`src/dcbf_pkg.sv`:
```
package dcbf_pkg;

  localparam int unsigned DataW   = 8;
  localparam int unsigned AlphaW  = 16;
  localparam int unsigned SampleW = 16;
  localparam int unsigned StateW  = 32;
  localparam int unsigned CfgIdxW = 2;
  localparam int unsigned CfgW    = 16;

  localparam logic [AlphaW-1:0] AlphaReset = 16'd65489;

  typedef enum logic [1:0] {
    MODE_WRITE = 2'd0,
    MODE_READ  = 2'd1,
    MODE_TICK  = 2'd2
  } mode_e;

  typedef enum logic {
    KIND_READ   = 1'b0,
    KIND_SAMPLE = 1'b1
  } kind_e;

  typedef enum logic [CfgIdxW-1:0] {
    CFG_ENABLE = 2'd0,
    CFG_ALPHA  = 2'd1
  } cfg_idx_e;

endpackage

```
`src/dcbf_filter.sv`:
```
module dcbf_filter import dcbf_pkg::*; (
  input  logic                      clk_i,
  input  logic                      rst_ni,
  input  logic                      tick_i,
  input  logic [DataW-1:0]          level_i,
  input  logic [AlphaW-1:0]         alpha_i,
  output logic signed [SampleW-1:0] sample_o
);

  logic signed [StateW-1:0] filter_q, filter_d;
  logic        [DataW-1:0]  prev_q;

  logic signed [DataW:0]    diff;
  logic signed [23:0]       delta;
  logic signed [StateW:0]   sum;
  logic signed [AlphaW:0]   alpha_s;
  logic signed [49:0]       prod;
  logic signed [49:0]       rnd;
  logic signed [33:0]       y_full;
  logic signed [StateW-1:0] y_sat;
  logic                     idle;
  logic signed [StateW:0]   s_rnd;
  logic signed [24:0]       s_full;

  assign diff    = $signed({1'b0, level_i}) - $signed({1'b0, prev_q});
  assign delta   = {diff, 15'd0};
  assign sum     = {filter_q[StateW-1], filter_q} + {{(StateW+1-24){delta[23]}}, delta};
  assign alpha_s = $signed({1'b0, alpha_i});
  assign prod    = sum * alpha_s;
  assign rnd     = prod + 50'sd32768;
  assign y_full  = rnd[49:16];

  always_comb begin
    if ((y_full[33:31] == 3'b000) || (y_full[33:31] == 3'b111)) begin
      y_sat = y_full[31:0];
    end else if (y_full[33]) begin
      y_sat = {1'b1, {(StateW-1){1'b0}}};
    end else begin
      y_sat = {1'b0, {(StateW-1){1'b1}}};
    end
  end

  assign idle     = (level_i == prev_q) && (y_sat > -32'sd128) && (y_sat < 32'sd128);
  assign filter_d = idle ? '0 : y_sat;

  // round half up to the integer part, then saturate
  assign s_rnd  = {filter_d[StateW-1], filter_d} + 33'sd128;
  assign s_full = s_rnd[StateW:8];

  always_comb begin
    if ((s_full[24:15] == 10'h000) || (s_full[24:15] == 10'h3ff)) begin
      sample_o = s_full[SampleW-1:0];
    end else if (s_full[24]) begin
      sample_o = {1'b1, {(SampleW-1){1'b0}}};
    end else begin
      sample_o = {1'b0, {(SampleW-1){1'b1}}};
    end
  end

  always_ff @(posedge clk_i or negedge rst_ni) begin
    if (!rst_ni) begin
      filter_q <= '0;
      prev_q   <= '0;
    end else if (tick_i) begin
      filter_q <= filter_d;
      prev_q   <= level_i;
    end
  end

endmodule

```
`src/dac_dc_blocking_filter.sv`:
```
// channel | dir | handshake           | payload
// in      | in  | in_valid/in_ready   | mode_i, data_i
// out     | out | out_valid/out_ready | result_kind_o, read_data_o, sample_o
// cfg     | in  | cfg_valid/cfg_ready | cfg_index_i, cfg_data_i
//
// One item per cycle unless a stalled output holds stage s1; an accepted item is
// registered in s1, and its result is registered in the result register when it leaves s1.
// The filter update is a single combinational 33x17 multiply with round and saturate.
// Reset clears the DAC level, filter state and valid bits and sets the config registers to their reset values.
// A stalled output only holds back items that give a result; writes still drain.
module dac_dc_blocking_filter import dcbf_pkg::*; (
  input  logic                      clk_i,
  input  logic                      rst_ni,
  input  logic                      in_valid_i,
  output logic                      in_ready_o,
  input  logic [1:0]                mode_i,
  input  logic [DataW-1:0]          data_i,
  output logic                      out_valid_o,
  input  logic                      out_ready_i,
  output logic                      result_kind_o,
  output logic [DataW-1:0]          read_data_o,
  output logic signed [SampleW-1:0] sample_o,
  input  logic                      cfg_valid_i,
  output logic                      cfg_ready_o,
  input  logic [CfgIdxW-1:0]        cfg_index_i,
  input  logic [CfgW-1:0]           cfg_data_i
);

  logic                      enable_q;
  logic [AlphaW-1:0]         alpha_q;
  logic [DataW-1:0]          dac_level_q;

  logic                      s1_valid_q;
  logic [1:0]                s1_mode_q;
  logic [DataW-1:0]          s1_data_q;

  logic                      out_valid_q;
  kind_e                     out_kind_q;
  logic [DataW-1:0]          out_read_q;
  logic signed [SampleW-1:0] out_sample_q;

  logic                      has_result;
  logic                      s1_adv;
  logic                      tick;
  logic signed [SampleW-1:0] filt_sample;

  always_comb begin
    unique case (s1_mode_q)
      MODE_READ, MODE_TICK: has_result = 1'b1;
      default:              has_result = 1'b0;
    endcase
  end

  assign s1_adv      = s1_valid_q && (!has_result || !out_valid_q || out_ready_i);
  assign in_ready_o  = !s1_valid_q || s1_adv;
  assign tick        = s1_adv && (s1_mode_q == MODE_TICK);
  assign cfg_ready_o = 1'b1;

  dcbf_filter u_filter (
    .clk_i    (clk_i),
    .rst_ni   (rst_ni),
    .tick_i   (tick),
    .level_i  (dac_level_q),
    .alpha_i  (alpha_q),
    .sample_o (filt_sample)
  );

  always_ff @(posedge clk_i or negedge rst_ni) begin
    if (!rst_ni) begin
      enable_q <= 1'b0;
      alpha_q  <= AlphaReset;
    end else if (cfg_valid_i) begin
      unique case (cfg_index_i)
        CFG_ENABLE: enable_q <= cfg_data_i[0];
        CFG_ALPHA:  alpha_q  <= cfg_data_i[AlphaW-1:0];
        default:    ;
      endcase
    end
  end

  always_ff @(posedge clk_i or negedge rst_ni) begin
    if (!rst_ni) begin
      dac_level_q <= '0;
    end else if (s1_adv && (s1_mode_q == MODE_WRITE) && enable_q) begin
      dac_level_q <= s1_data_q;
    end
  end

  always_ff @(posedge clk_i or negedge rst_ni) begin
    if (!rst_ni) begin
      s1_valid_q <= 1'b0;
      s1_mode_q  <= '0;
      s1_data_q  <= '0;
    end else if (in_ready_o) begin
      s1_valid_q <= in_valid_i;
      s1_mode_q  <= mode_i;
      s1_data_q  <= data_i;
    end
  end

  always_ff @(posedge clk_i or negedge rst_ni) begin
    if (!rst_ni) begin
      out_valid_q <= 1'b0;
    end else if (s1_adv && has_result) begin
      out_valid_q <= 1'b1;
    end else if (out_ready_i) begin
      out_valid_q <= 1'b0;
    end
  end

  always_ff @(posedge clk_i) begin
    if (s1_adv && has_result) begin
      if (s1_mode_q == MODE_TICK) begin
        out_kind_q   <= KIND_SAMPLE;
        out_read_q   <= '0;
        out_sample_q <= filt_sample;
      end else begin
        out_kind_q   <= KIND_READ;
        out_read_q   <= dac_level_q;
        out_sample_q <= '0;
      end
    end
  end

  assign out_valid_o   = out_valid_q;
  assign result_kind_o = out_kind_q;
  assign read_data_o   = out_read_q;
  assign sample_o      = out_sample_q;

`ifndef SYNTH
  a_write_stores : assert property (@(posedge clk_i) disable iff (!rst_ni)
    s1_adv && (s1_mode_q == MODE_WRITE) && enable_q |=> dac_level_q == $past(s1_data_q))
    else $error("enabled write did not store the level");

  a_write_ignored : assert property (@(posedge clk_i) disable iff (!rst_ni)
    s1_adv && (s1_mode_q == MODE_WRITE) && !enable_q |=> $stable(dac_level_q))
    else $error("disabled write changed the level");

  a_no_overrun : assert property (@(posedge clk_i) disable iff (!rst_ni)
    s1_valid_q && has_result && out_valid_q && !out_ready_i |-> !s1_adv)
    else $error("result register overwritten while stalled");

  a_tick_result : assert property (@(posedge clk_i) disable iff (!rst_ni)
    tick |=> out_valid_q && (out_kind_q == KIND_SAMPLE) && (out_read_q == '0))
    else $error("tick did not produce a sample result");
`endif

endmodule

```
`config.mk`:
```
export PLATFORM = sky130hd
export DESIGN_NAME = dac_dc_blocking_filter
export DESIGN_NICKNAME = d
export VERILOG_FILES = /design/src/dcbf_pkg.sv /design/src/dcbf_filter.sv /design/src/dac_dc_blocking_filter.sv
export SDC_FILE = /design/constraint.sdc
export NUM_CORES = 2
export LEC_CHECK = 0
export BUFFER_PORTS_ARGS = -buffer_cell sky130_fd_sc_hd__buf_2
export CORE_MARGIN = 1.5
export CORE_UTILIZATION = 45
export DETAILED_ROUTE_END_ITERATION = 8
export PLACE_DENSITY = 0.71
export SETUP_SLACK_MARGIN = 0.15
export SYNTH_ARGS = -nofsm -noshare
export SYNTH_HDL_FRONTEND = slang
export SYNTH_SLANG_ARGS = --single-unit
```
`constraint.sdc`:
```
create_clock -name clk_i -period 24.1 [get_ports clk_i]
set_input_delay 1.205 -clock clk_i [delete_from_list [all_inputs] [get_ports clk_i]]
set_output_delay 1.205 -clock clk_i [all_outputs]
set_load 0.05 [all_outputs]
```
=== Word level (Yosys, flattened, before mapping) ===
Index checks and enable logic that the tools add are counted.

* Register bits: 102
* Bits in latches: 0
* RAM bits: 0
* ROM bits: 0
* Bits of input ports: 33
* Output and inout bits: 28
* Logic and storage cells: 57
* Memories: 0

* Add/subtract/negate cells: 4
* $mul: 1
* Divide/modulo/power cells: 0
* Order comparisons: 2
* Equal/unequal tests: 6
* Shifts and indexed selects: 0
* Muxes and demuxes: 9
* Bitwise logic cells: 0
* Reductions and logical operators: 23

{| class="wikitable"
|+ Operator list
! kind !! count
|-
| $mux 32 || 3
|-
| $add 50x17->50 const B || 1
|-
| $mul 33x17->50 || 1
|-
| $add 32x24->33 || 1
|-
| $add 32x9->33 const B || 1
|-
| $gt 32x8->1 const B || 1
|-
| $lt 32x9->1 const B || 1
|-
| $mux 16 || 2
|-
| $eq 10x10->1 const B || 1
|-
| $logic_not 10->1 || 1
|-
| $sub 8x8->9 || 1
|-
| $eq 8x8->1 || 1
|-
| $logic_and 1x1->1 || 7
|-
| $logic_or 1x1->1 || 5
|-
| $eq 2x1->1 const B || 2
|-
| $logic_not 2->1 || 2
|-
| $mux 1 || 4
|-
| $reduce_and 2->1 || 2
|-
| $eq 3x3->1 const B || 1
|-
| $logic_not 1->1 || 3
|-
| $logic_not 3->1 || 1
|-
| $eq 2x2->1 const B || 1
|-
| $reduce_bool 2->1 || 1
|-
| $reduce_or 2->1 || 1
|}

=== Logic depth before layout (Yosys ltp) ===
* Word-level depth: 15
* Gate-level depth with buffers: 62
* Depth with buffers taken out: 57

=== By module ===
From an unflattened synthesis, not the netlist that was laid out.

* Cells, all modules: 3058
* Area total of the unflattened synthesis: 27136.0 um2

{| class="wikitable"
|+ Modules (own cells, without submodules)
! module !! times used !! cells each !! area an instance (um2) !! sequential area each (um2)
|-
| dcbf_filter || 1 || 2915 || 24688.7 || 1001.0
|-
| dac_dc_blocking_filter || 1 || 143 || 2447.3 || 1691.6
|}

=== Worst setup path before layout ===
Ideal clock, no wire load.

* Path kind: reg-to-reg
* Start point: register dac_level_q[0]
* End point: register out_sample_q[10], in the netlist sample_o[10] (data pin)
* Library setup time: 0.270 ns
* Arrival time: 13.737 ns
* Required time: 23.830 ns
* Path slack: 10.093 ns
* Cell stages (with the launch flop): 61
* Path buffers: 6
* Period minus slack after synthesis: 14.007 ns
* Path through: dfrtp_1 inv_1 ha_1 fa_1 nor2b_1 o21ai_0 nand2b_1 a21o_1 a21oi_1 xnor2_1 ha_1 a21o_1 a31o_2 a21oi_1 o21bai_1 a21oi_1 o21bai_1 a21oi_1 [... 25 more ...] buf_1 a21oi_1 o22ai_1 nor4_1 o21a_1 or2_2 nor2_1 ha_1 inv_1 nor4b_1 a32oi_2 nor4_4 nor2_1 or4_1 or3_4 o311ai_4 buf_8 mux2i_1

* Longest elaborated chain between the ends: 15
* Elaborated cells between the ends (all ways): 21
* Those cells by class: add/sub: 4; mul: 1; order compare: 2; eq/ne: 3; mux: 5; reduce/logical: 6

{| class="wikitable"
|+ Ends and longest elaborated chain
! what !! RTL line !! text
|-
| start, declared || dac_dc_blocking_filter.sv:31 || <nowiki>logic [DataW-1:0] dac_level_q;</nowiki>
|-
| start signal, assigned || dac_dc_blocking_filter.sv:85 || <nowiki>dac_level_q <= s1_data_q;</nowiki>
|-
| $sub 8x8->9 || dcbf_filter.sv:25 || <nowiki>assign diff = $signed({1'b0, level_i}) - $signed({1'b0, prev_q});</nowiki>
|-
| $add 32x24->33 || dcbf_filter.sv:27 || <nowiki>assign sum = {filter_q[StateW-1], filter_q} + {{(StateW+1-24){delta[23]}}, delta};</nowiki>
|-
| $mul 33x17->50 || dcbf_filter.sv:29 || <nowiki>assign prod = sum * alpha_s;</nowiki>
|-
| $add 50x17->50 || dcbf_filter.sv:30 || <nowiki>assign rnd = prod + 50'sd32768;</nowiki>
|-
| $eq 3x3->1 or $logic_not 3->1 (tied branches) || dcbf_filter.sv:34 || <nowiki>if ((y_full[33:31] == 3'b000) || (y_full[33:31] == 3'b111)) begin</nowiki>
|-
| $logic_or 1x1->1 || dcbf_filter.sv:34 ||
|-
| $mux 32 || dcbf_filter.sv:34 ||
|-
| $gt 32x8->1 || dcbf_filter.sv:43 || <nowiki>assign idle = (level_i == prev_q) && (y_sat > -32'sd128) && (y_sat < 32'sd128);</nowiki>
|-
| $logic_and 1x1->1 (2 in series) || dcbf_filter.sv:43 ||
|-
| $mux 32 * || dcbf_filter.sv:44 || <nowiki>assign filter_d = idle ? '0 : y_sat;</nowiki>
|-
| via u_filter.filter_d[8] || dcbf_filter.sv:10 || <nowiki>logic signed [StateW-1:0] filter_q, filter_d;</nowiki>
|-
| $add 32x9->33 * || dcbf_filter.sv:47 || <nowiki>assign s_rnd = {filter_d[StateW-1], filter_d} + 33'sd128;</nowiki>
|-
| $eq 10x10->1 or $logic_not 10->1 (tied branches) || dcbf_filter.sv:51 || <nowiki>if ((s_full[24:15] == 10'h000) || (s_full[24:15] == 10'h3ff)) begin</nowiki>
|-
| $logic_or 1x1->1 || dcbf_filter.sv:51 ||
|-
| $mux 16 * || dcbf_filter.sv:51 ||
|-
| end signal, assigned || dac_dc_blocking_filter.sv:116 || <nowiki>out_sample_q <= filt_sample;</nowiki>
|-
| end, declared || dac_dc_blocking_filter.sv:40 || <nowiki>logic signed [SampleW-1:0] out_sample_q;</nowiki>
|}

The timed path passes the listed nets; every way through them passes the cells marked *.
A chain may end at the register's enable or synchronous reset.

=== Final worst setup path ===
* Start point: register dac_level_q[0]
* End point: register out_sample_q[12], in the netlist sample_o[12] (data pin)

Same word-level chain as after synthesis.

==> impl_metrics.ini <==
[timing]
rsz0062_at_grt = no
setup_viol = 0
period_share = 0.669
fin_setup_tns_ns = 0
hold_ws_ns = 0.498
finalMaxSlewViolations = 0
fmax_mhz = 62.1
max_slew_margin = 0.180
period_needed_ns = 16.11
hold_viol_final = 0
tightest_slew_ns = 1.22
finClkSkew_ns = 0.0132

[drt]
wl_per_cell_um = 18.8
postRouteAntennaNets = 0
drcViolationCount = 0
highest-signal-layer = met4
wl_met1_um = 31300
dr.pass1.iters = 8
routed_wl_um = 71800
num_vias = 21029
dr_wl_met2_um = 34900
via_per_inst = 5.52
drtIter0Drc = 1467
wl_met3_um = 3490

[synth]
ys_seq_area_frac = 0.0994
synth.ff_latch_count = 102
synth-edff-count = 25
syn_nets = 3796
ys_warn_count = 0
synth_top_flop_cell = dfrtp_1
synth_top_cell_by_area = fa_1
synth_cells = 3090
async_flop_share = 0.755
synthTopCellsByArea = fa_1 37%, inv_1 8.3%, ha_1 8.1%
synth_top_area_frac = 0.367
synth_cell_type_count = 92
syn_area_per_cell_um2 = 8.77
synthesis.area_um2 = 27100

[final_layout]
fin_nets = 3736
synthToLayoutAreaGrowth_pct = 4.72
drive_above_1_share = 0.0689

[critical_path]
cp_max_fo = 50
critPathBufInv = 7
worst_ep_arrival_time_ns = 16.22
critical_path.top_delay_family = adder cells
critPathLaunchType = flip-flop
required_ns = 24.20
end_kind = flip-flop
cpMostUsedCell = fa_1
cpMaxStageDelayCell = o311ai_4
crit_type = reg -> reg
max_stage_delay_ns = 0.84

[die]
core_um2 = 59200
io_pins = 61
die_area_um2 = 61700
die_h_um = 248
die_w_um = 248
rows = 89
initial_core_util = 0.457

[global_route]
grt_max_degree = 64
grt_pass1_vias = 21842
antenna_found_initial = 2
grt_pass1_wl_um = 119000
grt_use_total = 0.247
grt_overflow = 0

[job]
cap_viol_max_count = 0

[placement]
place.detailed.hpwl_um = 56700
gp_congestion = 0.966
port_buffers = 59

[clock_network]
cts_tree = built
hold_buffers = 0
clkLatencyLatePin_ns = 0.40
numClockSinks = 102
clk_pin_slew_ns = 0.08
cts-resized-gates = 0
cts_buffer_depth = 2
cts_root_buf = clkbuf_16
cts_buffers = 9
postCtsSetupRepairBufs = 0
htree_levels = 3

[run_status]
status = finished, final reports clean

[hold_path]
hp-class = reg -> reg
[layer usage]
| metal | global-route usage | up-vias |
|---|---|---|
| met4 | 0.0815 | 0 |
| met5 | 0 | - |
| met2 | 0.416 | 602 |
| met3 | 0.0243 | 111 |
| li1 | - | 9675 |
| met1 | 0.335 | 10641 |
[state kept, by name, summed over array words and instances, names as in the netlist]
| signal | cells |
|---|---|
| out_valid_o | 1 |
| s1_valid_q | 1 |
| dac_level_q | 8 |
| u_filter.prev_q | 8 |
| u_filter.filter_q | 32 |
| alpha_q | 16 |
| read_data_o | 8 |
| s1_data_q | 8 |
| result_kind_o | 1 |
| s1_mode_q | 2 |
| enable_q | 1 |
| sample_o | 16 |
[through the flow]
step / area [µm²] / utilization / worst slack (ns) / cells
6_report: 28400 / 0.479 / 7.99 / 3809
5_1_grt: 28400 / 0.479 / 6.81 / 3808
4_1_cts: 28400 / 0.479 / 8.13 / 3808
3_5_place_dp: 28100 / 0.474 / 8.21 / 3792
3_3_place_gp: 28100 / 0.474 / 8.62 / 3792
2_1_floorplan: 27100 / - / 10.09 / 3090
[worst register-to-register path: cells and delay by family (launching register included)]
kind / cells / cell delay (ns)
buf+inv: 7 / 1.04
flops: 1 / 0.34
fa+ha+maj: 11 / 5.09
simple gates: 14 / 3.82
compound gates: 19 / 4.90
mux: 1 / 0.21
xor+xnor: 2 / 0.43
[final timing paths]
check                                 startpoint                     to  slack, ns  depth (start not counted)
max in group asynchronous                 rst_ni  u_filter.filter_q[18]      22.31                          2
max                               dac_level_q[0]           sample_o[12]       7.99                         54
min in group asynchronous                 rst_ni               enable_q       0.69                          1
max reg2reg                       dac_level_q[0]           sample_o[12]       7.99                         54
min                        u_filter.filter_q[22]  u_filter.filter_q[22]       0.50                          2
min reg2reg                u_filter.filter_q[22]  u_filter.filter_q[22]       0.50                          2
[cell type report]
| type | instances | area [µm²] |
|---|---|---|
| inverters | 603 | 2260 |
| fillers | 5651 | 30900 |
| clock inverters | 7 | 86.3 |
| flip-flops and latches | 102 | 2690 |
| clock buffers | 9 | 225 |
| multi-input cells | 2213 | 21500 |
| diodes | 1 | 2.50 |
| well taps | 773 | 967 |
| repair buffers | 101 | 613 |
[cell families after synthesis]
kind of cell               share of synthesized area
and+or+nand+nor                                0.184
DFF                                           0.0994
xor gates and xnor gates                      0.0278
muxes                                         0.0236
adders and majority gates                      0.448
AOI/OAI and AO/OA                              0.107
buffers and inverters                          0.109
other                                       0.000138
[cell usage in the layout, fill, tap and decap left out, types with 18 or more instances in the layout]
cell type / netlist / layout
o21a_1: 24 / 24
xnor2_1: 53 / 49
a31oi_1: 21 / 21
edfxtp_1: 25 / 25
nand2_1: 374 / 374
nor3_1: 26 / 26
nand4_1: 27 / 27
nor3b_1: 19 / 19
o211ai_1: 18 / 18
nand3_1: 47 / 46
fa_1: 497 / 497
buf_2: 9 / 58
nor2_1: 57 / 55
a21o_1: 19 / 19
dfrtp_1: 65 / 64
o21ai_1: 17 / 18
o31ai_1: 26 / 26
mux2_2: 40 / 40
nand4b_1: 21 / 21
ha_1: 176 / 176
mux2i_1: 19 / 19
buf_4: 2 / 43
xor2_1: 33 / 30
a21oi_1: 113 / 111
and2_1: 270 / 270
inv_1: 602 / 602
o21ai_0: 92 / 91
[cell usage after synthesis (16+ instances only)]
library cell	count
inv_1	602
clkbuf_1	152
nand4_1	27
fa_1	497
o211ai_1	18
a21oi_1	113
nor3_1	26
nor4_1	16
dfrtp_1	65
mux2_2	40
o21a_1	24
nor3b_1	19
nand2_1	374
nand2b_1	16
o21ai_0	92
xnor2_1	53
nor2_1	57
o21ai_1	17
edfxtp_1	25
nor2b_1	16
and2_1	270
ha_1	176
xor2_1	33
nand4b_1	21
o31ai_1	26
nand3_1	47
a31oi_1	21
a21o_1	19
mux2i_1	19
Power is not shown: default switching activity piles up to over one toggle a cycle in this logic, so the estimate is an artifact.
